==> config.mk <==
export PLATFORM = sky130hd
export DESIGN_NAME = ptp_front
export DESIGN_NICKNAME = d
export VERILOG_FILES = /design/src/design/ptp_pkg.sv /design/src/design/ptp_front.sv
export VERILOG_INCLUDE_DIRS = /design/src /design/src/design
export SDC_FILE = /design/constraint.sdc
export NUM_CORES = 1
export LEC_CHECK = 0
export ABC_CLOCK_PERIOD_IN_PS = 5190
export BUFFER_PORTS_ARGS = -buffer_cell sky130_fd_sc_hd__clkbuf_2
export CORE_ASPECT_RATIO = 1.5
export CORE_MARGIN = 5
export CORE_UTILIZATION = 60
export DETAILED_ROUTE_END_ITERATION = 10
export PLACE_DENSITY_LB_ADDON = 0.3
export RECOVER_POWER = 25
export SLEW_MARGIN = 20
export SYNTH_ARGS = -nofsm -noshare
export SYNTH_HDL_FRONTEND = slang
export SYNTH_SLANG_ARGS = --single-unit
==> constraint.sdc <==
create_clock -name clk_i -period 5.19 [get_ports clk_i]
set_input_delay 1.038 -clock clk_i [delete_from_list [all_inputs] [get_ports clk_i]]
set_output_delay 1.038 -clock clk_i [all_outputs]
set_load 0.05 [all_outputs]
==> src/design/assert_macros.svh <==
// Assertion macros shared by the tone period converter modules.
`ifndef ASSERT_MACROS_SVH
`define ASSERT_MACROS_SVH

// Property must hold at every clock edge outside reset.
`define PTP_ASSERT(label, prop, msg) \
  label: assert property (@(posedge clk_i) disable iff (!rst_ni) prop) \
    else $error(msg);

// Condition must never be true outside reset.
`define PTP_ASSERT_NEVER(label, cond, msg) \
  label: assert property (@(posedge clk_i) disable iff (!rst_ni) !(cond)) \
    else $error(msg);

`endif

==> src/design/ptp_pkg.sv <==
// Types and constants of the pitch to tone period converter.
package ptp_pkg;

  // Octave period table geometry
  localparam int unsigned ROM_DEPTH = 768;
  localparam int unsigned ROM_AW    = $clog2(ROM_DEPTH);
  localparam int unsigned ROM_DW    = 16;

  localparam logic [ROM_AW-1:0] ROM_LAST      = ROM_AW'(ROM_DEPTH - 1);
  localparam logic [ROM_AW-1:0] ROM_LAST_EVEN = ROM_AW'(ROM_DEPTH - 2);
  localparam logic [ROM_DW-1:0] ROM_SEED      = 16'd34323;
  localparam logic [31:0]       ROUND_HALF    = 32'h0000_8000;

  // Scale factors (16-bit fractions) per fill stage, last one for the top entry
  localparam logic [ROM_DW-1:0] ROM_STEP [9] = '{
    16'd52016, 16'd58386, 16'd61858, 16'd63670, 16'd64596,
    16'd65065, 16'd65300, 16'd65418, 16'd65477
  };

  // Pitch limits and octave split: floor(x / 3) as (x * 171) >> 9 for x < 512
  localparam logic signed [14:0] PITCH_MIN       = 15'sd1588;
  localparam logic [13:0]        OCT_RECIP       = 14'd171;
  localparam int unsigned        OCT_RECIP_SHIFT = 9;

  localparam logic [15:0] PERIOD_LOW = 16'h0FFF;

  // Period correction modes, from distortion bits 5-4
  localparam logic [1:0] CORR_POLY  = 2'b01;
  localparam logic [1:0] CORR_MOD31 = 2'b10;
  localparam logic [4:0] MOD31_HIT  = 5'd30;

  // Poly4 corrections by residue, table selected by channel distortion bit 3
  localparam logic signed [2:0] POLY_FIX_A [16] = '{
    3'sd2, 3'sd1, 3'sd0, -3'sd1, 3'sd1, 3'sd0, -3'sd1, 3'sd1,
    3'sd0, -3'sd1, 3'sd1, 3'sd0, -3'sd1, -3'sd2, 3'sd3, 3'sd2
  };
  localparam logic signed [2:0] POLY_FIX_B [16] = '{
    3'sd0, 3'sd0, -3'sd1, 3'sd0, -3'sd1, 3'sd1, 3'sd0, 3'sd0,
    -3'sd1, 3'sd1, 3'sd0, 3'sd1, 3'sd0, 3'sd0, 3'sd1, 3'sd0
  };

  // Per-item side information carried down the pipeline
  typedef struct packed {
    logic       noise;
    logic       low;
    logic       poly_a;
    logic [3:0] shift;
    logic [7:0] dbyte;
  } ptp_side_t;

endpackage

==> src/design/ptp_front.sv <==
// Front pipeline: pitch sum, octave split and table address (stages 1 to 3).
`include "assert_macros.svh"

module ptp_front (
  input  logic                       clk_i,
  input  logic                       rst_ni,
  input  logic                       fill_busy_i,
  input  logic                       in_valid_i,
  output logic                       in_stall_o,
  input  logic                       is_noise_channel_i,
  input  logic [15:0]                note_pitch_i,
  input  logic [15:0]                envelope_word_i,
  input  logic [7:0]                 channel_distortion_i,
  input  logic                       s4_ready_i,
  output logic                       rd_en_o,
  output logic [ptp_pkg::ROM_AW-1:0] rd_addr_o,
  output logic                       s3_valid_o,
  output ptp_pkg::ptp_side_t         s3_side_o
);

  logic                v1_q, v2_q, v3_q;
  logic                rdy1, rdy2, rdy3;
  logic                accept;
  logic signed [14:0]  pitch_d;
  logic signed [14:0]  s1_pitch_q;
  ptp_pkg::ptp_side_t  side_d, s1_side_q;
  ptp_pkg::ptp_side_t  s2_side_d, s2_side_q;
  ptp_pkg::ptp_side_t  s3_side_q;
  logic [13:0]         s2_pitch_q;
  logic [13:0]         oct_prod;
  logic [13:0]         oct_base;
  logic [13:0]         rom_index;

  // Stage enables: a stage loads when empty or when the next one moves
  assign rdy3       = !v3_q || s4_ready_i;
  assign rdy2       = !v2_q || rdy3;
  assign rdy1       = !v1_q || rdy2;
  assign accept     = in_valid_i && rdy1 && !fill_busy_i;
  assign in_stall_o = !rdy1 || fill_busy_i;

  // Stage 1: pitch in 1/64 semitones plus signed envelope offset
  always_comb begin
    pitch_d = $signed({2'b00, note_pitch_i[14:8], 6'b000000})
            + $signed({7'b0000000, note_pitch_i[7:0]})
            + $signed({{3{envelope_word_i[11]}}, envelope_word_i[11:0]});
    side_d        = '0;
    side_d.noise  = is_noise_channel_i;
    side_d.poly_a = channel_distortion_i[3];
    side_d.dbyte  = envelope_word_i[15:8] ^ channel_distortion_i;
  end

  // Stage 2: low pitch flag and octave count floor(pitch / 768)
  always_comb begin
    oct_prod        = 14'(s1_pitch_q[13:8]) * ptp_pkg::OCT_RECIP;
    s2_side_d       = s1_side_q;
    s2_side_d.low   = (s1_pitch_q < ptp_pkg::PITCH_MIN);
    s2_side_d.shift = 4'(oct_prod >> ptp_pkg::OCT_RECIP_SHIFT);
  end

  // Stage 3 address: remainder within the octave
  assign oct_base  = {1'b0, s2_side_q.shift, 9'b0} + {2'b00, s2_side_q.shift, 8'b0};
  assign rom_index = s2_pitch_q - oct_base;
  assign rd_addr_o = s2_side_q.low ? '0 : rom_index[ptp_pkg::ROM_AW-1:0];
  assign rd_en_o   = rdy3;

  always_ff @(posedge clk_i or negedge rst_ni) begin
    if (!rst_ni) begin
      v1_q <= 1'b0;
      v2_q <= 1'b0;
      v3_q <= 1'b0;
    end else begin
      if (rdy1) v1_q <= accept;
      if (rdy2) v2_q <= v1_q;
      if (rdy3) v3_q <= v2_q;
    end
  end

  always_ff @(posedge clk_i) begin
    if (rdy1 && in_valid_i) begin
      s1_pitch_q <= pitch_d;
      s1_side_q  <= side_d;
    end
    if (rdy2 && v1_q) begin
      s2_pitch_q <= s1_pitch_q[13:0];
      s2_side_q  <= s2_side_d;
    end
    if (rdy3 && v2_q) begin
      s3_side_q <= s2_side_q;
    end
  end

  assign s3_valid_o = v3_q;
  assign s3_side_o  = s3_side_q;

  `PTP_ASSERT(a_front_index_range, v2_q && !s2_side_q.low |-> rom_index < 14'(ptp_pkg::ROM_DEPTH), "octave split left table index out of range")

endmodule

; ---- Word-level counts from Yosys, hierarchy flattened
; Cells that the tools add are included.
; Widths: inputs -> output; s select.
[word_totals]
input_bits = 46
out_inout_bits = 28
elab_cells = 39
reg_bits = 68
[classes]
n_mul = 1
n_addsub = 4
n_mux = 1
n_lt_le_gt_ge = 1
n_bitwise = 1
n_reduce_logical = 13
[op_table]
columns = cell, n
row1 = $add 15x12->15, 1
row2 = $lt 15x12->1 const B, 1
row3 = $add 13x8->14, 1
row4 = $mul 6x8->13 const B, 1
row5 = $add 10x10->10, 1
row6 = $mux 10, 1
row7 = $sub 10x10->10, 1
row8 = $xor 8x8->8, 1
row9 = $logic_not 1->1, 5
row10 = $logic_and 1x1->1, 4
row11 = $logic_or 1x1->1, 4

; ---- Depth between registers and ports, before layout
[depth]
depth_word = 6
ltp_mapped = 11
depth_no_buf = 11

; ---- Worst setup path after synthesis
; No wires, ideal clock.
[synth_path]
path_kind = input port to flip-flop
start = input note_pitch_i[6]
end = register s1_pitch_q[14] (data pin)
required_time_ps = 5055
arrival_time_ps = 3254
setup_slack_ps = 1801
cell_stages = 11
n_path_buf = 1
setup_ps = 135
cell_sequence = ha_1 fa_1 nand3_1 xnor2_1 ha_1 buf_6 and4_4 and2_4 a21boi_1 or4_1 nand3_1
[synth_via]
elab_chain_cells = 2
[synth_rtl]
columns = item, line
row1 = from (decl), ptp_front.sv:11  ; input logic [15:0] note_pitch_i,
row2 = $add 13x8->14, ptp_front.sv:44  ; + $signed({7'b0000000, note_pitch_i[7:0]})
row3 = $add 15x12->15, ptp_front.sv:45  ; + $signed({{3{envelope_word_i[11]}}, envelope_word_i[11:0]});
row4 = via pitch_d[14], ptp_front.sv:24  ; logic signed [14:0] pitch_d;
row5 = to (signal assigned), ptp_front.sv:80  ; s1_pitch_q <= pitch_d;
row6 = to (decl), ptp_front.sv:25  ; logic signed [14:0] s1_pitch_q;
; The timed path passes the listed nets, and every way through them passes these cells.
; A chain may end at the register's enable or synchronous reset.

; ---- Final worst setup path
[layout_path]
start = register s1_pitch_q[11]
end = register s2_side_q[11] (netlist bit) (data pin)
[layout_via]
elab_chain_cells = 1
[layout_rtl]
columns = item, line
row1 = $mul 6x8->13, ptp_front.sv:54  ; oct_prod = 14'(s1_pitch_q[13:8]) * ptp_pkg::OCT_RECIP;
row2 = via oct_prod[12], ptp_front.sv:30  ; logic [13:0] oct_prod;
row3 = to (signal assigned), ptp_front.sv:85  ; s2_side_q <= s2_side_d;
row4 = to (decl), ptp_front.sv:27  ; ptp_pkg::ptp_side_t s2_side_d, s2_side_q;
; The timed path passes the listed nets, and every way through them passes these cells.

==> impl_metrics.csv <==
group,metric,value,unit
run_status,status,"completed",
place,placedCellCount,445,
worst_setup_path,regToRegSetupSlack,1800,ps
synthesis,ys_types,53,
die,ios,74,
pwr,ir_drop,0.179,mV
place,dpl.hpwl,5850,µm
route,drtIter0Drc,175,
die,start_util,0.622,
hold_path,hp-class,"register to register",
route,wl,7230,µm
global_routing,track_usage,0.191,
finish,drive_gt1_frac,0.251,
synthesis,syn_area,3870,µm²
synthesis,synth_warnings,0,
global_routing,grt_pass1_wl,11500,µm
finish,layout_common_cells,"70 x clkbuf_2, 65 x edfxtp_1, 44 x ha_1, 18 x inv_1",
finish,n_antenna_cell,0,
route,first_pass_iters,4,
route,routed_via_density,5.66,
synthesis,ys_ff_latch,68,
global_routing,grt_pass1_vias,2640,
worst_setup_path,r2r-start,"s1_pitch_q[11]",
worst_setup_path,crit_path_start_kind,"register",
job,max_cap_viol_count,0,
place,portBuffers,72,
finish,nets,479,
sta,report.final.hold_viol_count,0,
pwr,p_leak,1.95,nW
die,die-area,8180,µm²
clock_network,htreeDepth,3,
finish,design_area,4510,µm²
die,rows,35,
clock_network,tritoncts,"done",
clock_network,cts_sinks,68,
pwr,powerDensity,424,nW/µm²
clock_network,ctsResizeCount,0,
sta,rsz0062_at_grt,"no",
worst_setup_path,crit_path_max_fanout,4,
global_routing,antenna_found_initial,0,
worst_setup_path,cp-end-kind,"register",
worst_setup_path,worstRegToRegCells,9,
clock_network,numCtsBuffers,9,
synthesis,async_reset_ff_frac,0.0441,
worst_setup_path,r2r_end,"s2_side_q[11]",
sta,timing.final.ws_setup,1800,ps
synthesis,synth_edf_count,65,
die,core_area,6220,µm²
place,place_congestion,0.867,
synthesis,ys_seq_area_frac,0.524,
pwr,p_total,1.91,mW
synthesis,avgSynthCellArea,12.9,µm²
sta,slew_viol_final,0,
sta,setup_violations,0,
clock_network,cts_hold_buffers,0,
global_routing,grt_max_degree,26,
sta,fin_crit_sh,0.654,
clock_network,clk_latency,330,ps
die,die_h,108,µm
sta,max_freq,295,MHz
finish,final_util,0.725,
sta,skew,7.06,ps
sta,slew_headroom,0.288,
worst_setup_path,cp.required,5270,ps
route,vias,2607,
hold_path,hold_end,"s2_side_q[12]",
hold_path,hold_depth,0,
finish,area_growth,16.6,%
die,fp.dieW,75.6,µm
sta,tns,0,ps
finish,layout_commonest_cell,"clkbuf_2",
sta,period_needed,3390,ps
route,ant_nets,0,
sta,tightestPinTransition,1070,ps
sta,hold_ws,415,ps
hold_path,min_from,"s1_side_q[12]",
clock_network,post_cts_buffers,0,
synthesis,synth_fp_nets,397,
worst_setup_path,arrival,3470,ps
place,dpl-instance-area,4320,µm²
synthesis,synthCells,300,
synthesis,synthFlopType,"edfxtp_1",
route,drt-wirelength-per-cell,15.7,µm
global_routing,grt.overflow.total,0,
clock_network,root_buffer,"clkbuf_8",
clock_network,path_clk_slew,70,ps
route,drc,0,
clock_network,clockBufferDepth,2,
worst_setup_path,worstSetupPathType,"register to register",
place,post-place-ws,1520,ps
finish,stdcell_count,461,
[worst max path at each step]
stage,cells past startpoint,to,slack [ps],from
6_report,9,s2_side_q[11],1800,s1_pitch_q[11]
5_1_grt,9,s2_side_q[11],1590,s1_pitch_q[11]
4_1_cts,9,s2_side_q[11],1820,s1_pitch_q[11]
3_5_place_dp,11,s1_pitch_q[14],1520,note_pitch_i[6]
3_3_place_gp,11,s1_pitch_q[14],1580,note_pitch_i[6]
2_1_floorplan,11,s1_pitch_q[14],1800,note_pitch_i[6]
[power by group]
group | internal (mW) | switching [mW] | total [mW]
logic | 0.305 | 0.448 | 0.752
clock network | 0.222 | 0.191 | 0.413
registers | 0.706 | 0.0395 | 0.745
total | 1.23 | 0.678 | 1.91
[routing by layer]
layer / GRT usage / routed length, µm
met5: 0 / 0
met4: 0.0913 / 246
met1: 0.188 / 2470
met3: 0.0447 / 403
met2: 0.357 / 4110
[critical path: stages, from the launching register on]
cell and delay (ps):
edfxtp_1 460, ha_1 390, fa_1 520, fa_1 410, ha_1 320, a21o_1 190, a21oi_1 220, o22ai_1 130
o41ai_1 390, xnor2_1 100
[sequential cells by signal (all words and copies together), names as in the netlist]
name	flops
s1_side_q	10
s2_side_q	15
s2_pitch_q	10
s1_pitch_q	15
s3_side_o	15
v2_q	1
s3_valid_o	1
v1_q	1
[synthesized netlist by cell type, drive strengths merged (2+ instances only)]
master | n | share of area
a31oi | 4 | 0.0065
o21bai | 2 | 0.0039
ha | 44 | 0.14
nand4 | 2 | 0.0032
inv | 18 | 0.017
nor2 | 17 | 0.016
nand2 | 9 | 0.0087
a21oi | 13 | 0.017
nand3b | 3 | 0.0058
a21o | 6 | 0.012
xor2 | 17 | 0.038
fa | 7 | 0.036
and2 | 5 | 0.0091
o21ai | 8 | 0.010
nand3 | 10 | 0.013
o211ai | 3 | 0.0094
nand2b | 5 | 0.0081
nor3 | 5 | 0.0065
xnor2 | 15 | 0.034
o22ai | 2 | 0.0032
and4 | 2 | 0.0052
dfrtp | 3 | 0.019
and3 | 3 | 0.0049
nor2b | 9 | 0.015
edfxtp | 65 | 0.50
[cells by family after synthesis]
family	count (synthesis)	synth area share
AO/OA/AOI/OAI	54	0.0984
adder cells (fa/ha/maj)	51	0.179
AND/OR/NAND/NOR	75	0.105
buffers and inverters	20	0.0213
flip-flops	68	0.524
XOR/XNOR	32	0.0725
[final cells by class]
| cell class | instances | area [µm²] |
|---|---|---|
| Clock inverter | 6 | 63.8 |
| Timing Repair Buffer | 73 | 365 |
| Clock buffer | 10 | 128 |
| Fill cell | 428 | 1710 |
| Tap cell | 74 | 92.6 |
| Sequential cell | 68 | 2030 |
| Inverter | 18 | 67.6 |
| Multi-Input combinational cell | 212 | 1760 |
Power figures use the tool's default switching activity.
