**src/design/assert_macros.svh**
```systemverilog
// Assertion macros shared by the tone period converter modules.
`ifndef ASSERT_MACROS_SVH
`define ASSERT_MACROS_SVH

// Property must hold at every clock edge outside reset.
`define PTP_ASSERT(label, prop, msg) \
  label: assert property (@(posedge clk_i) disable iff (!rst_ni) prop) \
    else $error(msg);

// Condition must never be true outside reset.
`define PTP_ASSERT_NEVER(label, cond, msg) \
  label: assert property (@(posedge clk_i) disable iff (!rst_ni) !(cond)) \
    else $error(msg);

`endif

```
**src/design/ptp_pkg.sv**
```systemverilog
// Types and constants of the pitch to tone period converter.
package ptp_pkg;

  // Octave period table geometry
  localparam int unsigned ROM_DEPTH = 768;
  localparam int unsigned ROM_AW    = $clog2(ROM_DEPTH);
  localparam int unsigned ROM_DW    = 16;

  localparam logic [ROM_AW-1:0] ROM_LAST      = ROM_AW'(ROM_DEPTH - 1);
  localparam logic [ROM_AW-1:0] ROM_LAST_EVEN = ROM_AW'(ROM_DEPTH - 2);
  localparam logic [ROM_DW-1:0] ROM_SEED      = 16'd34323;
  localparam logic [31:0]       ROUND_HALF    = 32'h0000_8000;

  // Scale factors (16-bit fractions) per fill stage, last one for the top entry
  localparam logic [ROM_DW-1:0] ROM_STEP [9] = '{
    16'd52016, 16'd58386, 16'd61858, 16'd63670, 16'd64596,
    16'd65065, 16'd65300, 16'd65418, 16'd65477
  };

  // Pitch limits and octave split: floor(x / 3) as (x * 171) >> 9 for x < 512
  localparam logic signed [14:0] PITCH_MIN       = 15'sd1588;
  localparam logic [13:0]        OCT_RECIP       = 14'd171;
  localparam int unsigned        OCT_RECIP_SHIFT = 9;

  localparam logic [15:0] PERIOD_LOW = 16'h0FFF;

  // Period correction modes, from distortion bits 5-4
  localparam logic [1:0] CORR_POLY  = 2'b01;
  localparam logic [1:0] CORR_MOD31 = 2'b10;
  localparam logic [4:0] MOD31_HIT  = 5'd30;

  // Poly4 corrections by residue, table selected by channel distortion bit 3
  localparam logic signed [2:0] POLY_FIX_A [16] = '{
    3'sd2, 3'sd1, 3'sd0, -3'sd1, 3'sd1, 3'sd0, -3'sd1, 3'sd1,
    3'sd0, -3'sd1, 3'sd1, 3'sd0, -3'sd1, -3'sd2, 3'sd3, 3'sd2
  };
  localparam logic signed [2:0] POLY_FIX_B [16] = '{
    3'sd0, 3'sd0, -3'sd1, 3'sd0, -3'sd1, 3'sd1, 3'sd0, 3'sd0,
    -3'sd1, 3'sd1, 3'sd0, 3'sd1, 3'sd0, 3'sd0, 3'sd1, 3'sd0
  };

  // Per-item side information carried down the pipeline
  typedef struct packed {
    logic       noise;
    logic       low;
    logic       poly_a;
    logic [3:0] shift;
    logic [7:0] dbyte;
  } ptp_side_t;

endpackage

```
**src/design/ptp_back.sv**
```systemverilog
// Back pipeline: period from table word, correction, output word (stages 4 to 6).
`include "assert_macros.svh"

module ptp_back (
  input  logic                       clk_i,
  input  logic                       rst_ni,
  input  logic                       s3_valid_i,
  input  ptp_pkg::ptp_side_t         s3_side_i,
  input  logic [ptp_pkg::ROM_DW-1:0] rom_data_i,
  output logic                       s4_ready_o,
  output logic                       out_valid_o,
  input  logic                       out_stall_i,
  output logic [15:0]                tone_word_o
);

  logic               v4_q, v5_q, v6_q;
  logic               rdy4, rdy5, rdy6;
  logic [15:0]        shifted;
  logic [15:0]        dec;
  logic [15:0]        per_d;
  logic [15:0]        s4_per_q;
  ptp_pkg::ptp_side_t s4_side_q;
  logic [5:0]         nib_sum;
  logic [4:0]         nib_fold;
  logic [3:0]         poly_m;
  logic [8:0]         m31_a;
  logic [5:0]         m31_b;
  logic [4:0]         m31_c;
  logic signed [2:0]  corr_d;
  logic signed [2:0]  s5_corr_q;
  logic [15:0]        s5_per_q;
  ptp_pkg::ptp_side_t s5_side_q;
  logic [15:0]        tone_d;
  logic [15:0]        tone_q;

  // Stage enables; the output register frees as soon as its item is taken
  assign rdy6       = !v6_q || !out_stall_i;
  assign rdy5       = !v5_q || rdy6;
  assign rdy4       = !v4_q || rdy5;
  assign s4_ready_o = rdy4;

  // Stage 4: octave shift, then (value - 1) / 2 with 16-bit wrap
  always_comb begin
    shifted = rom_data_i >> s3_side_i.shift;
    dec     = shifted - 16'd1;
    per_d   = s3_side_i.low ? ptp_pkg::PERIOD_LOW : {1'b0, dec[15:1]};
  end

  // Stage 5: residues and correction
  always_comb begin
    // nibble digital root: residue mod 15, zero only for a zero period
    nib_sum  = 6'(s4_per_q[3:0]) + 6'(s4_per_q[7:4])
             + 6'(s4_per_q[11:8]) + 6'(s4_per_q[15:12]);
    nib_fold = 5'(nib_sum[3:0]) + 5'(nib_sum[5:4]);
    poly_m   = (nib_fold > 5'd15) ? nib_fold[3:0] + 4'(nib_fold[4]) : nib_fold[3:0];

    // 5-bit fold; the first step drops period bits 15-13
    m31_a = (s4_per_q > 16'd31) ? 9'(s4_per_q[4:0]) + 9'(s4_per_q[12:5])
                                : s4_per_q[8:0];
    m31_b = (m31_a > 9'd31) ? 6'(m31_a[4:0]) + 6'(m31_a[8:5]) : m31_a[5:0];
    m31_c = (m31_b > 6'd31) ? m31_b[4:0] + 5'(m31_b[5]) : m31_b[4:0];

    case (s4_side_q.dbyte[5:4])
      ptp_pkg::CORR_POLY: begin
        corr_d = s4_side_q.poly_a ? ptp_pkg::POLY_FIX_A[poly_m]
                                  : ptp_pkg::POLY_FIX_B[poly_m];
      end
      ptp_pkg::CORR_MOD31: begin
        corr_d = (m31_c == ptp_pkg::MOD31_HIT) ? 3'sd1 : 3'sd0;
      end
      default: corr_d = 3'sd0;
    endcase
  end

  // Stage 6: output word; noise channel carries only the distortion byte
  always_comb begin
    if (s5_side_q.noise) begin
      tone_d = {8'h00, s5_side_q.dbyte};
    end else begin
      tone_d = (s5_per_q + {{13{s5_corr_q[2]}}, s5_corr_q})
             | {s5_side_q.dbyte[7:4], 12'h000};
    end
  end

  always_ff @(posedge clk_i or negedge rst_ni) begin
    if (!rst_ni) begin
      v4_q <= 1'b0;
      v5_q <= 1'b0;
      v6_q <= 1'b0;
    end else begin
      if (rdy4) v4_q <= s3_valid_i;
      if (rdy5) v5_q <= v4_q;
      if (rdy6) v6_q <= v5_q;
    end
  end

  always_ff @(posedge clk_i) begin
    if (rdy4 && s3_valid_i) begin
      s4_per_q  <= per_d;
      s4_side_q <= s3_side_i;
    end
    if (rdy5 && v4_q) begin
      s5_per_q  <= s4_per_q;
      s5_corr_q <= corr_d;
      s5_side_q <= s4_side_q;
    end
    if (rdy6 && v5_q) begin
      tone_q <= tone_d;
    end
  end

  assign out_valid_o = v6_q;
  assign tone_word_o = tone_q;

  `PTP_ASSERT(a_back_poly_zero, v4_q |-> ((poly_m == 4'd0) == (s4_per_q == 16'd0)), "poly residue zero-ness disagrees with period")
  `PTP_ASSERT_NEVER(a_back_corr_mode, v5_q && (s5_corr_q != 3'sd0) && (s5_side_q.dbyte[5:4] != ptp_pkg::CORR_POLY) && (s5_side_q.dbyte[5:4] != ptp_pkg::CORR_MOD31), "correction applied outside a correction mode")

endmodule

```
**config.mk**
```make
export PLATFORM = sky130hd
export DESIGN_NAME = ptp_back
export DESIGN_NICKNAME = d
export VERILOG_FILES = /design/src/design/ptp_pkg.sv /design/src/design/ptp_back.sv
export VERILOG_INCLUDE_DIRS = /design/src /design/src/design
export SDC_FILE = /design/constraint.sdc
export NUM_CORES = 1
export LEC_CHECK = 0
export BUFFER_PORTS_ARGS = -buffer_cell sky130_fd_sc_hd__buf_2
export CELL_PAD_IN_SITES_DETAIL_PLACEMENT = 0
export CELL_PAD_IN_SITES_GLOBAL_PLACEMENT = 2
export CORE_UTILIZATION = 25
export CTS_CLUSTER_SIZE = 8
export DETAILED_ROUTE_END_ITERATION = 8
export PLACE_DENSITY_LB_ADDON = 0.1
export SYNTH_ARGS = -nofsm -noshare
export SYNTH_HDL_FRONTEND = slang
export SYNTH_SLANG_ARGS = --single-unit
```
**constraint.sdc**
```tcl
create_clock -name clk_i -period 8.4 [get_ports clk_i]
set_input_delay 0 -clock clk_i [delete_from_list [all_inputs] [get_ports clk_i]]
set_output_delay 0 -clock clk_i [all_outputs]
set_load 0.03 [all_outputs]
```
=== Yosys cells after proc, flatten, opt, wreduce, memory -nomap -nowiden ===
Memories as Yosys holds them, arrays and structs flattened.
Index checks and enable logic that the tools add are counted.

* Reduce and logical (&&, ||, !) cells: 10
* Bitwise operators: 2
* Order comparisons: 5
* Add/subtract/negate cells: 10
* Shift-type cells: 1
* Equality and inequality tests: 3
* Multiplexer cells: 12

{| class="wikitable"
|+ Operator list
! kind !! number
|-
| $add 16x16->16 || 1
|-
| $gt 16x5->1 const B || 1
|-
| $or 16x16->16 || 1
|-
| $shr 16x4->16 || 1
|-
| $sub 16x1->16 const B || 1
|-
| $mux 3 || 5
|-
| $add 5x4->6 || 2
|-
| $add 5x8->9 || 1
|-
| $gt 9x5->1 const B || 1
|-
| $mux 9 || 1
|-
| $mux 8 || 1
|-
| $add 6x4->6 || 1
|-
| $gt 6x5->1 const B || 1
|-
| $mux 6 || 1
|-
| $pmux 3 s2 || 1
|-
| $add 4x2->5 || 1
|-
| $add 4x4->5 || 1
|-
| $add 5x1->5 || 1
|-
| $eq 5x5->1 const B || 1
|-
| $ge 5x5->1 const B || 1
|-
| $gt 5x4->1 const B || 1
|-
| $mux 5 || 1
|-
| $not 4->5 || 1
|-
| $add 4x1->4 || 1
|-
| 7 further kinds || 14
|}

* Bits of input ports: 35
* Memories: 2
* Memory bits (read-only): 96
* Bits in registers: 73
* Logic and storage cells: 59
* Output and inout bits: 18

{| class="wikitable"
|+ Memory list
! name !! depth !! width !! read ports !! clocked after Yosys merged registers in !! write ports !! line !! RTL
|-
| (name not given) || 16 || 3 || 1 || 0 || 0 || ptp_back.sv:66 || <nowiki>: ptp_pkg::POLY_FIX_B[poly_m];</nowiki>
|-
| (name not given) || 16 || 3 || 1 || 0 || 0 || ptp_back.sv:65 || <nowiki>corr_d = s4_side_q.poly_a ? ptp_pkg::POLY_FIX_A[poly_m]</nowiki>
|}

=== Longest topological paths before layout ===
* Depth in word-level cells: 12
* Mapped depth: 21
* Gate-level depth less buffers: 21

=== Worst setup path after synthesis ===
Ideal clock, no wire load.

* Kind: flip-flop to flip-flop
* Start point: register s4_per_q[1]
* End point: register s5_corr_q[0] (data pin)
* Library setup time: 0.169 ns
* Path buffers: 0
* Stages on the path, launching flop included: 21
* Slack: 3.277 ns
* Arrival time: 4.954 ns
* Required time: 8.231 ns
* Period minus slack after synthesis: 5.123 ns
* Path through: edfxtp_1 inv_1 fa_1 fa_1 inv_1 ha_1 fa_1 a21o_1 a21o_1 fa_1 nand2_1 nor2_1 ha_1 ha_1 mux2i_1 inv_1 ha_1 a21oi_1 a221o_1 a211o_1 o31ai_1

* Longest elaborated chain between the ends: 12
* Elaborated cells on any way between the ends: 27
* Those cells by class: add/sub (8); order compare (4); eq/ne (1); mux (11); bitwise (1); memory (2)

{| class="wikitable"
|+ Ends and longest elaborated chain
! what !! line !! RTL
|-
| start, declared || ptp_back.sv:21 || <nowiki>logic [15:0] s4_per_q;</nowiki>
|-
| start signal, assigned || ptp_back.sv:99 || <nowiki>s4_per_q <= per_d;</nowiki>
|-
| $add 4x4->5 || ptp_back.sv:52 || <nowiki>nib_sum = 6'(s4_per_q[3:0]) + 6'(s4_per_q[7:4])</nowiki>
|-
| $add 5x4->6 || ptp_back.sv:53 || <nowiki>+ 6'(s4_per_q[11:8]) + 6'(s4_per_q[15:12]);</nowiki>
|-
| $add 6x4->6 || ptp_back.sv:53 ||
|-
| $add 4x2->5 || ptp_back.sv:54 || <nowiki>nib_fold = 5'(nib_sum[3:0]) + 5'(nib_sum[5:4]);</nowiki>
|-
| $add 4x1->4 or $gt 5x4->1 (tied branches) || ptp_back.sv:55 || <nowiki>poly_m = (nib_fold > 5'd15) ? nib_fold[3:0] + 4'(nib_fold[4]) : nib_fold[3:0];</nowiki>
|-
| $mux 4 || ptp_back.sv:55 ||
|-
| $not 4->5 (not written as such) || ptp_back.sv:65, ptp_back.sv:66 ||
|-
| $mem_v2 16x3, on equally long branches || - ||
|-
| $mux 3, on equally long branches (2 in a row) || ptp_back.sv:66, ptp_back.sv:65 ||
|-
| $mux 3 || ptp_back.sv:65 ||
|-
| $pmux 3 s2 (*) || ptp_back.sv:63 || <nowiki>case (s4_side_q.dbyte[5:4])</nowiki>
|-
| net corr_d[0] || ptp_back.sv:29 || <nowiki>logic signed [2:0] corr_d;</nowiki>
|-
| end signal, assigned || ptp_back.sv:104 || <nowiki>s5_corr_q <= corr_d;</nowiki>
|-
| end, declared || ptp_back.sv:30 || <nowiki>logic signed [2:0] s5_corr_q;</nowiki>
|}

Mark *: on every way through the listed nets, which the timed path passes. The rest lies on a longest branch. The select of a mux whose other input is x is not followed.
A chain may end at the register's enable or synchronous reset.

=== Worst setup path in the final report ===
* Start point: register s4_per_q[10]
* End point: register s5_corr_q[0] (data pin)

* Longest elaborated chain between the ends: 11
* Elaborated cells on any way between the ends: 26
* Those cells by class: add/sub (7); order compare (4); eq/ne (1); mux (11); bitwise (1); memory (2)

{| class="wikitable"
|+ Ends and longest elaborated chain
! what !! line
|-
| $add 5x4->6 || ptp_back.sv:53
|-
| $add 6x4->6 || ptp_back.sv:53
|-
| $add 4x2->5 || ptp_back.sv:54
|-
| $add 4x1->4 or $gt 5x4->1 (tied branches) || ptp_back.sv:55
|-
| $mux 4 || ptp_back.sv:55
|-
| $not 4->5 (not written as such) || ptp_back.sv:65, ptp_back.sv:66
|-
| $mem_v2 16x3, on equally long branches || -
|-
| $mux 3, on equally long branches (2 in a row) || ptp_back.sv:66, ptp_back.sv:65
|-
| $mux 3 || ptp_back.sv:65
|-
| $pmux 3 s2 (*) || ptp_back.sv:63
|-
| net corr_d[0] || ptp_back.sv:29
|}

Marked as above.

==> impl_metrics.json <==
{
  "cts_tree": "yes",
  "clockBufferDepth": 2,
  "hpwl_um": 11100,
  "drt_iter0_markers": 145,
  "die-area_um2": 23000,
  "grt_max_degree": 28,
  "drive_above_1_share_pct": 18.1,
  "swShare_pct": 37.9,
  "core_area_um2": 21900,
  "die_height_um": 152,
  "drtAntennaViolNets": 0,
  "drt-total-wl_um": 14200,
  "tightest_slew_ns": 0.711,
  "multi_input_area_um2": 3280,
  "p_per_area_nw_per_um2": 257,
  "ir_worst_vdd_v": 0.000104,
  "synth-edff-count": 68,
  "gp_congestion": 0.763,
  "vias": 4136,
  "crit_family": "adder cells",
  "firstDrtPassIters": 6,
  "regArea_um2": 2120,
  "grt_pass1_vias": 4123,
  "worst_slew_margin_rel_pct": 52.1,
  "setup_tns_ns": 0,
  "ys_seq_area_share_pct": 37.9,
  "synth_area_per_cell_um2": 10.9,
  "wire_per_inst_um": 16.4,
  "clock_sinks": 71,
  "viasPerCell": 4.78,
  "cp_slowest_cell": "fa_1",
  "hold_viol": 0,
  "area_growth_pct": 18.4,
  "critPathMaxStageDelay_ns": 0.52,
  "synth.ff_latch_count": 71,
  "path_max_fanout": 8,
  "num_rows": 54,
  "setup_ws_ns": 2.89,
  "fillers": 2310,
  "grt_use_total_pct": 13.0,
  "ctsRootBufferMaster": "clkbuf_16",
  "timing.hold.ws_ns": 0.117,
  "rsz0062_at_grt": "false",
  "pin_count": 53,
  "clk_latency_ns": 0.34,
  "fin_crit_ns": 5.51,
  "drc": 0,
  "combPwrFrac_pct": 47.6,
  "synth.cell_area_um2": 5590,
  "syn_inst": 514,
  "port_buffers": 52,
  "h-tree-depth": 3,
  "cts_buffers": 9,
  "cp_cell_sequence": "inv_1 > fa_1 > fa_1 > inv_1 > fa_1 > a21o_1 > a21o_1 > fa_1 > nand2_1 > nor2_1 > ha_1 > ha_1 > mux2i_1 > inv_1 > ha_1 > a21oi_1 > a221o_1 > a211o_1 > o31ai_1",
  "clock_power_share_pct": 24.7,
  "skew_ns": 0.00423,
  "start_kind": "flip-flop",
  "worstPathArrival_ns": 5.67,
  "crit_path_frequent_cell": "fa_1",
  "worstPathRequired_ns": 8.57,
  "switchingPower_mw": 0.645,
  "outcome": "complete, no violations",
  "crit_buf_inv": 3,
  "pwr-share-seq_pct": 27.6,
  "synthArstFlopShare_pct": 4.23,
  "setup_violations": 0,
  "synth_nets": 604,
  "ys_warn_count": 0,
  "start_util_pct": 25.5,
  "max_freq_mhz": 182,
  "layout_commonest_cell": "edfxtp_1",
  "timing.final.max_slew_violations": 0,
  "nets": 671,
  "ys.flop_type": "edfxtp_1",
  "cp-end-kind": "flip-flop",
  "grt_overflow_total": 0,
  "die_w_um": 152,
  "antenna_found_initial": 0,
  "leakage_nw": 2.62,
  "grt_pass1_wl_um": 22400,
  "timing_worst_setup_path_type": "reg2reg",
  "clk_transition_reported_paths_ns": 0.06,
  "place_ws_ns": 2.87,
  "cap_violations": 0,
  "finalCritPeriodShare_pct": 65.5,
  "internal_power_mw": 1.06,
  "netlist-cell-type-count": 64,
  "hold_path_class": "in2reg",
  "final_cell_mix": "edfxtp_1, buf_2, ha_1",
  "num_antenna_cells": 0
}
[per-stage QoR]
step                      util, %  instances  area (um^2)  power [mW]
final                        30.3        866         6620        1.70
after floorplan                 -        514         5590        1.10
after global placement       28.1        836         6160        1.30
after global routing         30.3        866         6620        1.83
after detailed placement     28.1        836         6160        1.29
after CTS                    30.3        866         6620        1.73
[cell families after synthesis]
group	count (synthesis)	synth area share, %
adder cells (fa/ha/maj)	55	13.8
XOR/XNOR	29	4.54
AND/OR/NAND/NOR	167	16.1
flip-flops	71	37.9
multiplexers	44	12.2
AO/OA/AOI/OAI	103	12.1
buffers and inverters	45	3.40
[power groups by stage]
stage	Sequential, mW	Clock [mW]	Combinational (mW)
finish	0.470	0.421	0.811
global placement	0.479	0	0.820
global route	0.476	0.448	0.910
CTS	0.472	0.435	0.825
floorplan	0.496	0	0.602
detailed placement	0.479	0	0.814
[area by class of cell]
| class | instances | share of cell area (%) |
|---|---|---|
| multi-input cells | 398 | 49.6 |
| inverters | 31 | 1.76 |
| clock inverters | 5 | 1.23 |
| well taps | 280 | 5.29 |
| flip-flops and latches | 71 | 32.0 |
| clock buffers | 11 | 3.67 |
| repair buffers | 70 | 6.50 |
[timing repair]
item | in CTS | in global routing
setup buffers | 0 | 0
resized for setup | 0 | 0
endpoints found under the hold margin | 16 | 0
hold buffers | 14 | 0
[state kept, by name, indices dropped and copies added (netlist names)]
name         flops
out_valid_o      1
s4_side_q       10
s5_per_q        15
tone_word_o     16
s5_side_q        9
s5_corr_q        3
v5_q             1
v4_q             1
s4_per_q        15
[metal layers]
layer	GRT usage [%]	vias up	wire (um)
met4	4.80	0	231
met2	23.8	59	7240
met3	1.80	14	379
met1	15.3	1980	6310
li1	-	2083	-
met5	0	-	0
[final timing paths]
path	from	to	slack, ns	depth (start not counted)
setup reg to reg	s4_per_q[10]	s5_corr_q[0]	2.89	19
max in group asynchronous	rst_ni	v4_q	7.72	3
hold reg to reg	s4_side_q[3]	s5_side_q[3]	0.42	0
min in group asynchronous	rst_ni	out_valid_o	0.54	3
hold / removal	s3_side_i[13]	s4_per_q[12]	0.12	2
setup / recovery	s4_per_q[10]	s5_corr_q[0]	2.89	19
[Yosys cell counts (all sizes together) (13+ instances only)]
cell type,count,area share (%)
a21oi,19,1.7
nand3,13,1.2
o21ai,25,2.2
nand2,34,2.3
mux2i,17,3.0
mux4,18,7.4
nand2b,19,2.1
xnor2,18,2.8
edfxtp,68,37
nor2,36,2.5
inv,31,2.1
nor3,13,1.3
ha,44,9.8
Power figures use the tool's default switching activity.
