[src/design/assert_macros.svh]
// Assertion macros shared by the tone period converter modules.
`ifndef ASSERT_MACROS_SVH
`define ASSERT_MACROS_SVH

// Property must hold at every clock edge outside reset.
`define PTP_ASSERT(label, prop, msg) \
  label: assert property (@(posedge clk_i) disable iff (!rst_ni) prop) \
    else $error(msg);

// Condition must never be true outside reset.
`define PTP_ASSERT_NEVER(label, cond, msg) \
  label: assert property (@(posedge clk_i) disable iff (!rst_ni) !(cond)) \
    else $error(msg);

`endif

[src/design/ptp_pkg.sv]
// Types and constants of the pitch to tone period converter.
package ptp_pkg;

  // Octave period table geometry
  localparam int unsigned ROM_DEPTH = 768;
  localparam int unsigned ROM_AW    = $clog2(ROM_DEPTH);
  localparam int unsigned ROM_DW    = 16;

  localparam logic [ROM_AW-1:0] ROM_LAST      = ROM_AW'(ROM_DEPTH - 1);
  localparam logic [ROM_AW-1:0] ROM_LAST_EVEN = ROM_AW'(ROM_DEPTH - 2);
  localparam logic [ROM_DW-1:0] ROM_SEED      = 16'd34323;
  localparam logic [31:0]       ROUND_HALF    = 32'h0000_8000;

  // Scale factors (16-bit fractions) per fill stage, last one for the top entry
  localparam logic [ROM_DW-1:0] ROM_STEP [9] = '{
    16'd52016, 16'd58386, 16'd61858, 16'd63670, 16'd64596,
    16'd65065, 16'd65300, 16'd65418, 16'd65477
  };

  // Pitch limits and octave split: floor(x / 3) as (x * 171) >> 9 for x < 512
  localparam logic signed [14:0] PITCH_MIN       = 15'sd1588;
  localparam logic [13:0]        OCT_RECIP       = 14'd171;
  localparam int unsigned        OCT_RECIP_SHIFT = 9;

  localparam logic [15:0] PERIOD_LOW = 16'h0FFF;

  // Period correction modes, from distortion bits 5-4
  localparam logic [1:0] CORR_POLY  = 2'b01;
  localparam logic [1:0] CORR_MOD31 = 2'b10;
  localparam logic [4:0] MOD31_HIT  = 5'd30;

  // Poly4 corrections by residue, table selected by channel distortion bit 3
  localparam logic signed [2:0] POLY_FIX_A [16] = '{
    3'sd2, 3'sd1, 3'sd0, -3'sd1, 3'sd1, 3'sd0, -3'sd1, 3'sd1,
    3'sd0, -3'sd1, 3'sd1, 3'sd0, -3'sd1, -3'sd2, 3'sd3, 3'sd2
  };
  localparam logic signed [2:0] POLY_FIX_B [16] = '{
    3'sd0, 3'sd0, -3'sd1, 3'sd0, -3'sd1, 3'sd1, 3'sd0, 3'sd0,
    -3'sd1, 3'sd1, 3'sd0, 3'sd1, 3'sd0, 3'sd0, 3'sd1, 3'sd0
  };

  // Per-item side information carried down the pipeline
  typedef struct packed {
    logic       noise;
    logic       low;
    logic       poly_a;
    logic [3:0] shift;
    logic [7:0] dbyte;
  } ptp_side_t;

endpackage

[src/design/ptp_rom_fill.sv]
// Sequencer that builds the octave period table in RAM after reset.
`include "assert_macros.svh"

module ptp_rom_fill (
  input  logic                        clk_i,
  input  logic                        rst_ni,
  output logic                        busy_o,
  output logic                        rd_en_o,
  output logic [ptp_pkg::ROM_AW-1:0]  rd_addr_o,
  input  logic [ptp_pkg::ROM_DW-1:0]  rd_data_i,
  output logic                        wr_en_o,
  output logic [ptp_pkg::ROM_AW-1:0]  wr_addr_o,
  output logic [ptp_pkg::ROM_DW-1:0]  wr_data_o
);

  typedef enum logic [4:0] {
    FILL_RD_A = 5'b00001,
    FILL_RD_B = 5'b00010,
    FILL_CALC = 5'b00100,
    FILL_WR   = 5'b01000,
    FILL_DONE = 5'b10000
  } fill_state_e;

  fill_state_e                 state_q, state_d;
  logic [ptp_pkg::ROM_AW-1:0]  idx_q, idx_d;
  logic [ptp_pkg::ROM_DW-1:0]  a_q;
  logic [ptp_pkg::ROM_DW-1:0]  mid_q;
  logic [2*ptp_pkg::ROM_DW-1:0] prod_q;
  logic [2*ptp_pkg::ROM_DW-1:0] rounded;
  logic [3:0]                  low_zeros;
  logic [3:0]                  step_sel;
  logic [ptp_pkg::ROM_AW-1:0]  src_addr;
  logic                        is_seed;
  logic                        is_interp;

  // Trailing zero count of the entry index, capped at 8 (one 256-entry step)
  function automatic logic [3:0] trailing_zeros(input logic [ptp_pkg::ROM_AW-1:0] v);
    logic [3:0] n;
    n = 4'd8;
    for (int k = 7; k >= 0; k--) begin
      if (v[k]) begin
        n = 4'(k);
      end
    end
    return n;
  endfunction

  // Entry classification: evens scale a coarser entry, odds interpolate,
  // the top entry scales its lower neighbor with the finest factor
  assign low_zeros = trailing_zeros(idx_q);
  assign step_sel  = 4'd8 - low_zeros;
  assign src_addr  = idx_q - (ptp_pkg::ROM_AW'(1) << low_zeros);
  assign is_seed   = (idx_q == '0);
  assign is_interp = idx_q[0] && (idx_q != ptp_pkg::ROM_LAST);
  assign rounded   = prod_q + ptp_pkg::ROUND_HALF;

  // RAM access
  always_comb begin
    rd_en_o   = (state_q == FILL_RD_A) || (state_q == FILL_RD_B);
    rd_addr_o = is_seed ? '0 : src_addr;
    if ((state_q == FILL_RD_B) && is_interp) begin
      rd_addr_o = idx_q + ptp_pkg::ROM_AW'(1);
    end
    wr_en_o   = (state_q == FILL_WR);
    wr_addr_o = idx_q;
    if (is_seed) begin
      wr_data_o = ptp_pkg::ROM_SEED;
    end else if (is_interp) begin
      wr_data_o = mid_q;
    end else begin
      wr_data_o = rounded[31:16];
    end
  end

  // Sequencer: evens in ascending order, then odds
  always_comb begin
    state_d = state_q;
    idx_d   = idx_q;
    case (state_q)
      FILL_RD_A: state_d = FILL_RD_B;
      FILL_RD_B: state_d = FILL_CALC;
      FILL_CALC: state_d = FILL_WR;
      FILL_WR: begin
        if (idx_q == ptp_pkg::ROM_LAST) begin
          state_d = FILL_DONE;
        end else begin
          state_d = FILL_RD_A;
          idx_d   = (idx_q == ptp_pkg::ROM_LAST_EVEN) ? ptp_pkg::ROM_AW'(1)
                                                      : idx_q + ptp_pkg::ROM_AW'(2);
        end
      end
      FILL_DONE: state_d = FILL_DONE;
      default:   state_d = FILL_RD_A;
    endcase
  end

  always_ff @(posedge clk_i or negedge rst_ni) begin
    if (!rst_ni) begin
      state_q <= FILL_RD_A;
      idx_q   <= '0;
    end else begin
      state_q <= state_d;
      idx_q   <= idx_d;
    end
  end

  // Operand capture, scale product and neighbor average
  always_ff @(posedge clk_i) begin
    if (state_q == FILL_RD_B) begin
      a_q <= rd_data_i;
    end
    if (state_q == FILL_CALC) begin
      prod_q <= a_q * ptp_pkg::ROM_STEP[step_sel];
      mid_q  <= (a_q >> 1) + (rd_data_i >> 1)
              + {15'b0, a_q[0] | rd_data_i[0]};
    end
  end

  assign busy_o = (state_q != FILL_DONE);

  `PTP_ASSERT(a_fill_wr_range, wr_en_o |-> wr_addr_o <= ptp_pkg::ROM_LAST, "fill write past table end")
  `PTP_ASSERT(a_fill_done_sticky, !busy_o |=> !busy_o, "table fill restarted after completion")

endmodule

[config.mk]
export PLATFORM = sky130hd
export DESIGN_NAME = ptp_rom_fill
export DESIGN_NICKNAME = d
export VERILOG_FILES = /design/src/design/ptp_pkg.sv /design/src/design/ptp_rom_fill.sv
export VERILOG_INCLUDE_DIRS = /design/src /design/src/design
export SDC_FILE = /design/constraint.sdc
export NUM_CORES = 1
export LEC_CHECK = 0
export BUFFER_PORTS_ARGS = -buffer_cell sky130_fd_sc_hd__buf_2
export CAP_MARGIN = 20
export CELL_PAD_IN_SITES_DETAIL_PLACEMENT = 0
export CELL_PAD_IN_SITES_GLOBAL_PLACEMENT = 2
export CORE_MARGIN = 1
export CORE_UTILIZATION = 28
export DETAILED_ROUTE_END_ITERATION = 10
export PLACE_DENSITY = 0.62
export SKIP_LAST_GASP = 1
export SLEW_MARGIN = 20
export SYNTH_ARGS = -nofsm -noshare
export SYNTH_HDL_FRONTEND = slang
export SYNTH_SLANG_ARGS = --single-unit
export TNS_END_PERCENT = 5
[constraint.sdc]
create_clock -name clk_i -period 20.3 [get_ports clk_i]
set_input_delay 5.075 -clock clk_i [delete_from_list [all_inputs] [get_ports clk_i]]
set_output_delay 5.075 -clock clk_i [all_outputs]
set_load 0.005 [all_outputs]
* Word-level counts from Yosys, hierarchy flattened
Memory sizes are Yosys's and may differ from the RTL's.
Cells that the tools add are included.
** Storage, ports and cells
- Register bits after elaboration :: 79
- Bits in read-only memories :: 256
- Word-level logic and storage cells :: 50
- Memories kept :: 1
** Cells by class
- Add/subtract/negate cells :: 7
- $mul :: 1
- $lt $le $gt $ge :: 1
- Equality and inequality tests :: 9
- Shift operators :: 1
- Muxes and demuxes :: 17
- Bitwise operators :: 3
- Reductions and logical operators :: 5
** Memory list
- (no name shown) :: words 16, width 16, read ports 1, clocked after memory_dff 0, write ports 0, RTL line ptp_rom_fill.sv:113 : prod_q <= a_q * ptp_pkg::ROM_STEP[step_sel];
** Operators with widths (count)
- $mux 16 :: 4
- $add 32x16->32 const B :: 1
- $mul 16x16->32 :: 1
- $mux 4 :: 8
- $mux 10 :: 3
- $pmux 5 s5 :: 1
- $eq 10x10->1 const B :: 2
- $add 15x15->16 :: 1
- $add 16x1->16 :: 1
- $add 10x1->10 const B :: 1
- $add 10x2->10 const B :: 1
- $logic_not 10->1 :: 1
- $ne 10x10->1 const B :: 1
- $shl 1x4->10 const A :: 1
- $sub 10x10->10 :: 1
- $eq 5x1->1 const B :: 1
- $eq 5x2->1 const B :: 1
- $eq 5x3->1 const B :: 1
- $eq 5x4->1 const B :: 1
- $eq 5x5->1 const B :: 1
- $ge 5x5->1 const B :: 1
- $mux 5 :: 1
- $ne 5x5->1 const B :: 1
- $not 4->5 :: 1
- other kinds (6) :: 7

* Depth between registers and ports, before layout
Gate-level depths: netlist of the first run.
- Depth after elaboration :: 14
- Mapped depth :: 35

* Worst setup path before layout of the first run
OpenSTA, ideal clock, no wires.
- Path type :: reg-to-output
- Start point :: register idx_q (netlist bit wr_addr_o[6])
- End point :: output rd_addr_o[8] (netlist name)
- Data arrival time :: 3.626 ns
- Required time :: 15.225 ns
- Setup slack :: 11.599 ns
- Stages on the path, launching flop included :: 21
- Path buffers :: 1
- Cell sequence :: dfrtp_1 buf_4 nand2b_1 a221oi_1 nor2_1 nor2_1 inv_1 ha_1 ha_1 and2_1 ha_1 inv_1 fa_1 a21o_1 a21oi_1 o21bai_1 a21oi_1 o21bai_1 a21oi_1 xor2_1 o31ai_1
** On the way
- Cells in the longest elaborated chain, start to end :: 11
- Elaborated cells between the ends (all ways) :: 16
- Those cells by class :: 2 x add/sub; 1 x eq/ne; 1 x shift; 9 x mux; 3 x reduce/logical
** Ends and longest elaborated chain
- start: declaration :: RTL line ptp_rom_fill.sv:25 : logic [ptp_pkg::ROM_AW-1:0] idx_q, idx_d;
- start signal: assignment :: RTL line ptp_rom_fill.sv:103 : idx_q <= idx_d;
- $mux 4 (7 in a row) :: RTL line ptp_rom_fill.sv:41 : if (v[k]) begin
- $shl 1x4->10 :: RTL line ptp_rom_fill.sv:52 : assign src_addr = idx_q - (ptp_pkg::ROM_AW'(1) << low_zeros);
- $sub 10x10->10 :: RTL line ptp_rom_fill.sv:52
- $mux 10 :: RTL line ptp_rom_fill.sv:60 : rd_addr_o = is_seed ? '0 : src_addr;
- $mux 10 * :: RTL line ptp_rom_fill.sv:61 : if ((state_q == FILL_RD_B) && is_interp) begin
- end: declaration :: RTL line ptp_rom_fill.sv:9 : output logic [ptp_pkg::ROM_AW-1:0] rd_addr_o,
Every way passes the cells marked *; elsewhere a longest branch is shown, timed or not.

* Worst setup path after layout of the first run
- Start point :: register idx_q (netlist bit wr_addr_o[3])
- End point :: register prod_q[25] (netlist name) (data pin)
** On the way
- Cells in the longest elaborated chain, start to end :: 10
** Ends and longest elaborated chain
- $mux 4 (4 in a row) :: RTL line ptp_rom_fill.sv:41
- $sub 4x4->4 :: RTL line ptp_rom_fill.sv:51 : assign step_sel = 4'd8 - low_zeros;
- $not 4->5 (not written as such) :: RTL line ptp_rom_fill.sv:113
- $mem_v2 16x16
- $mux 16 (not written as such) (2 in a row) :: RTL line ptp_rom_fill.sv:113
- $mul 16x16->32 :: RTL line ptp_rom_fill.sv:113
- end signal: assignment :: RTL line ptp_rom_fill.sv:113
- end: declaration :: RTL line ptp_rom_fill.sv:28 : logic [2*ptp_pkg::ROM_DW-1:0] prod_q;
Every way passes these cells. The select of a mux whose other input is x is not followed.
A chain may end at the register's enable or synchronous reset.

==> impl_metrics.py, run 1 <==
metrics = {
    "status": {
        "status": "finished clean",
    },
    "global_routing": {
        "grt_pass1_wl_mm": 56.8,
        "grt_pass1_vias": 9550,
        "met1_usage_pct": 24.7,
        "use_met3_pct": 1.52,
        "grt_busiest_layer": "met2",
        "use_met2_pct": 27.6,
        "track_usage_pct": 17.0,
        "overflow": 0,
        "grt_max_degree": 35,
        "antenna_found_initial": 0,
    },
    "detailed_routing": {
        "vias": 8817,
        "routed_via_density": 4.54,
        "postRouteAntennaNets": 0,
        "drt_iter0_drc": 396,
        "routed_wl_mm": 35.1,
        "drcViolationCount": 0,
        "first_pass_iters": 4,
        "wire_per_inst_um": 18.1,
    },
    "logic_synthesis": {
        "yosysWarnings": 0,
        "synth_ff_type": "edfxtp_1",
        "syn-num-nets": 1680,
        "postSynth.asyncResetShare_pct": 23.4,
        "synth_top_area_cell": "fa_1",
        "synthCells": 1328,
        "synth_area_leaders": "fa_1 32%, ha_1 14%, edfxtp_1 12%, inv_1 7.8%, nand2_1 5.8%",
        "yosysSeqAreaShare_pct": 15.2,
        "synth_top_area_share_pct": 32.1,
        "synth.cell_area_mm2": 0.0122,
        "synth_edf_count": 49,
        "avgSynthCellArea_um2": 9.15,
        "ys_types": 57,
        "ys_ff_latch": 64,
    },
    "clocking": {
        "clock_sinks": 64,
        "ctsHoldBuffers": 0,
        "cts_tree": "done",
        "clk_pin_slew_ps": 60,
        "post-cts-setup-buffers": 0,
        "clockRootBuffer": "clkbuf_16",
        "clock_path_buffers": 2,
        "cts_buffers": 9,
        "htreeDepth": 3,
        "clkLatencyLatePin_ps": 340,
        "cts_resized": 0,
    },
    "timing": {
        "slew_violations": 0,
        "min_period_ps": 10130,
        "hold_viol_final": 0,
        "max-slew-margin-rel_pct": 28.7,
        "fmaxAchievable_mhz": 98.7,
        "clock_skew_ps": 10.2,
        "rsz0062_at_grt": "false",
        "tns_ps": 0,
        "setup_viol": 0,
        "whs_ps": 556,
        "finalCritPeriodShare_pct": 49.9,
        "worst_pin_slew_ps": 1070,
    },
    "final_layout": {
        "nFillCells": 4569,
        "final_common_cell": "inv_1",
        "area_growth_syn_to_layout_pct": 9.97,
        "mostFrequentLayoutCells": "252 x inv_1, 195 x fa_1, 189 x nand2_1",
        "finalNetCount": 1712,
        "diodes": 0,
        "drive_gt1_share_pct": 7.99,
    },
    "setup_path": {
        "end_kind": "flip-flop",
        "required_ps": 20380,
        "cp.arrival_ps": 10210,
        "cp_slowest_stage_delay_ps": 710,
        "critical_path.max_fanout": 16,
        "cp_common_cell": "inv_1",
        "critPathKind": "reg -> reg",
        "cp_slowest_cell": "o31a_1",
        "cp-start-kind": "flip-flop",
    },
    "die": {
        "initial_core_util_pct": 28.7,
        "die_x_um": 210,
        "dieHeight_um": 210,
        "ios": 57,
        "rows": 75,
        "core_region_area_mm2": 0.0424,
        "fp.dieArea_mm2": 0.0442,
    },
    "power_and_ir_drop": {
        "p_leak_nw": 6.41,
        "peakVddDrop_uv": 37.4,
        "power_density_mw_per_mm2": 23.0,
    },
    "place": {
        "port_buffers": 56,
        "dp_hpwl_mm": 28.7,
        "gp_congestion": 0.787,
    },
    "worst_hold_path": {
        "min_path_type": "reg -> reg",
    },
    "flow_run": {
        "drv_cap": 0,
    },
}
area by class of cell:
class / count / area [um2] / area share [%]
well taps: 577 / 722 / 5.40
repair buffers: 74 / 415 / 3.11
clock inverters: 2 / 11.3 / 0.0843
clock buffers: 14 / 275 / 2.06
flip-flops and latches: 64 / 1850 / 13.8
multi-input cells: 959 / 9150 / 68.4
inverters: 252 / 946 / 7.08
flip-flops by register name, indices dropped and copies added, names as in the netlist:
signal     cells
a_q           16
state_q        5
prod_q        17
wr_addr_o     10
mid_q         16
report_power, final:
group | internal, mW | switching, mW | total [mW]
clock network | 0.0935 | 0.0594 | 0.153
logic | 0.00587 | 0.00726 | 0.0131
registers | 0.141 | 0 | 0.141
total | 0.241 | 0.0667 | 0.307
cell usage after synthesis, drive strengths merged (18+ instances only):
master	number
ha	139
o21ai	34
inv	252
clkbuf	47
and2	59
edfxtp	49
fa	195
xor2	24
xnor2	41
nand3	18
nor2	63
nand2	189
a21oi	46
nor3	21
stage by stage:
step                      cell area, um2  setup WS, ps  power, mW  cells  utilization [%]
after floorplan                    12200         11600      0.152   1328                -
after global placement             13100         10470      0.157   1926             30.8
after detailed placement           13100         10250      0.157   1926             30.8
after CTS                          13400         10220      0.311   1942             31.5
after global routing               13400          9640      0.319   1942             31.5
final                              13400         10170      0.307   1942             31.5
worst max-delay path, delay by kind of cell (launching register included):
| kind | cells | cell delay (ps) |
|---|---|---|
| fa+ha+maj | 9 | 4070 |
| compound gates | 8 | 2730 |
| simple gates | 6 | 1760 |
| flops | 1 | 650 |
| buf+inv | 7 | 560 |
| xor+xnor | 1 | 100 |
per-layer routing:
metal	part of all wire [%]	vias to the layer above
li1	-	4244
met1	50	4438
met2	46	109
met3	2.3	26
met4	1.4	0
met5	0	-
cell families after synthesis:
family | count (synthesis) | share of synthesized area, %
xor+xnor | 65 | 4.68
simple gates | 405 | 15.5
flops | 64 | 15.2
fa+ha+maj | 334 | 46.4
compound gates | 149 | 8.03
mux | 6 | 0.515
buf+inv | 305 | 9.61
path summary, 6_finish.rpt:
kind                                          startpoint                        to  slack, ps  depth (start not counted)
worst min-delay path                state_q[1]$_DFF_PN0_      state_q[4]$_DFF_PN0_        560                          1
worst max-delay path            wr_addr_o[3]$_DFFE_PN0P_      prod_q[25]$_DFFE_PP_      10170                         31
min in group asynchronous                         rst_ni  wr_addr_o[9]$_DFFE_PN0P_       4650                          1
worst min register to register      state_q[1]$_DFF_PN0_      state_q[4]$_DFF_PN0_        560                          1
max in group asynchronous                         rst_ni      state_q[0]$_DFF_PN1_      15340                          1
worst max register to register  wr_addr_o[3]$_DFFE_PN0P_      prod_q[25]$_DFFE_PP_      10170                         31
No activity file was read; power rests on OpenSTA's default activity.
==> inputs of run 2 (changes only) <==
PLACE_DENSITY = 0.65   (was 0.62)
clock period = 8.8 ns   (was 20.3 ns; I/O delays follow)
==> run 2 against run 1 <==
First-iteration DRC count up 2.5%; final cell count up 0.82%; clock skew down 1.8 ps; sequential cell count unchanged; count of clock-buffer cells in the layout down 2; via count up 0.45%; sequential power up 130%; die area unchanged; worst setup slack worse by 9700 ps.
==> impl_metrics.py, run 2 (synthesis gave the netlist of run 1 again) <==
metrics = {
    "status": {
        "status": "finished clean",
    },
    "detailed_routing": {
        "drt_iter0_drc": 406,
        "routed_wl_mm": 34.5,
        "routed_via_density": 4.52,
        "wire_per_inst_um": 17.6,
        "vias": 8857,
        "first_pass_iters": 4,
        "postRouteAntennaNets": 0,
        "drcViolationCount": 0,
    },
    "setup_path": {
        "reg2reg_to": "prod_q[31]$_DFFE_PP_",
        "cp.arrival_ps": 8410,
        "cp-start-kind": "flip-flop",
        "crit_start": "wr_addr_o[3]$_DFFE_PN0P_",
        "worstRegToRegCells": 29,
        "cp_slowest_stage_delay_ps": 550,
        "cp_common_cell": "fa_1",
        "rr_startpoint": "wr_addr_o[3]$_DFFE_PN0P_",
        "r2r_slack_ps": 470,
        "required_ps": 8880,
        "critPathCapture": "prod_q[31]$_DFFE_PP_",
        "critical_path.max_fanout": 13,
        "cp_slowest_cell": "nor2_1",
        "critPathKind": "reg -> reg",
        "end_kind": "flip-flop",
    },
    "die": {
        "dieHeight_um": 210,
        "rows": 75,
        "fp.dieArea_mm2": 0.0442,
        "core_region_area_mm2": 0.0424,
        "die_x_um": 210,
        "initial_core_util_pct": 28.7,
        "ios": 57,
    },
    "place": {
        "dp_hpwl_mm": 28.5,
        "port_buffers": 56,
        "dpl_cell_area_mm2": 0.0132,
        "gp_congestion": 0.817,
    },
    "global_routing": {
        "grt_max_degree": 35,
        "grt_pass1_wl_mm": 55.5,
        "track_usage_pct": 16.5,
        "antenna_found_initial": 1,
        "grt_pass1_vias": 9422,
        "overflow": 0,
    },
    "final_layout": {
        "finalNetCount": 1728,
        "reg.largest.list": "prod_q: 17 flops, a_q: 16 flops, mid_q: 16 flops",
        "largest_reg_flops": 17,
        "top_register": "prod_q",
        "mostFrequentLayoutCells": "252 x inv_1, 195 x fa_1, 188 x nand2_1",
        "final_area_mm2": 0.0135,
        "final_common_cell": "inv_1",
        "diodes": 0,
        "area_growth_syn_to_layout_pct": 11.2,
        "drive_gt1_share_pct": 9.63,
    },
    "timing": {
        "worst_pin_slew_ps": 997,
        "max-slew-margin-rel_pct": 33.5,
        "finalCritPeriodShare_pct": 94.7,
        "slew_violations": 0,
        "min_period_ps": 8330,
        "setup_viol": 0,
        "rsz0062_at_grt": "false",
        "clock_skew_ps": 8.35,
        "hold_viol_final": 0,
        "fmaxAchievable_mhz": 120,
        "tns_ps": 0,
    },
    "clocking": {
        "clock_path_buffers": 2,
        "post-cts-setup-buffers": 0,
        "ctsHoldBuffers": 0,
        "clkLatencyLatePin_ps": 340,
        "clock_sinks": 64,
        "cts_buffers": 9,
        "clockRootBuffer": "clkbuf_16",
        "htreeDepth": 3,
        "clk_pin_slew_ps": 50,
        "cts_tree": "done",
    },
    "worst_hold_path": {
        "min_from": "state_q[1]$_DFF_PN0_",
        "min_path_type": "reg -> reg",
    },
    "power_and_ir_drop": {
        "power_density_mw_per_mm2": 50.4,
        "peakVddDrop_uv": 89.5,
        "p_leak_nw": 6.50,
    },
    "flow_run": {
        "drv_cap": 0,
    },
}
## run 2: repair_timing
item                                    in CTS  in global routing
pin swaps                                    0                  1
gates cloned                                 0                  0
resized for setup                            2                 12
endpoints found under the setup margin       2                 15
## run 2: critical path, delay by kind of cell (launching register included)
family | cells | cell delay, ps
DFF | 1 | 430
xor gates and xnor gates | 1 | 90
adders and majority gates | 9 | 3910
AOI/OAI and AO/OA | 8 | 1770
buffers and inverters | 7 | 860
and+or+nand+nor | 4 | 990
## run 2: layout make-up
class	count	area [um2]
Clock inverter	4	21.3
Tap cell	577	722
Sequential cell	64	1850
Fill cell	4578	28900
Multi-Input combinational cell	959	9200
Inverter	252	946
Timing Repair Buffer	90	536
Clock buffer	12	236
## run 2: stage by stage
stage / utilization, % / total power [mW] / cells / hold WS (ps) / setup slack [ps]
CTS: 31.7 / 0.689 / 1958 / 568 / 35.2
global placement: 31.1 / 0.362 / 1942 / 559 / 176
finish: 31.9 / 0.682 / 1958 / 573 / 470
detailed placement: 31.1 / 0.362 / 1942 / 560 / -75.1
global route: 31.9 / 0.708 / 1958 / 604 / 0.203
floorplan: - / 0.351 / 1328 / 504 / 283
## run 2: worst min path at each step
| stage | slack [ps] | depth (start not counted) | endpoint |
|---|---|---|---|
| finish | 570 | 1 | state_q[4]$_DFF_PN0_ |
| floorplan | 500 | 1 | state_q[4]$_DFF_PN0_ |
| global placement | 560 | 1 | state_q[4]$_DFF_PN0_ |
| global route | 600 | 1 | state_q[4]$_DFF_PN0_ |
| detailed placement | 560 | 1 | state_q[4]$_DFF_PN0_ |
| CTS | 570 | 1 | state_q[4]$_DFF_PN0_ |
## run 2: layer usage
layer | part of all wire (%) | track usage (%)
met1 | 49 | 23.8
met2 | 47 | 26.9
met3 | 2.5 | 2.15
met4 | 1.1 | 2.34
met5 | 0.049 | 0
## run 2: where the power goes
part	internal, mW	switching (mW)
Clock	0.189	0.136
Combinational	0.0136	0.0169
Sequential	0.326	0
Total	0.528	0.153
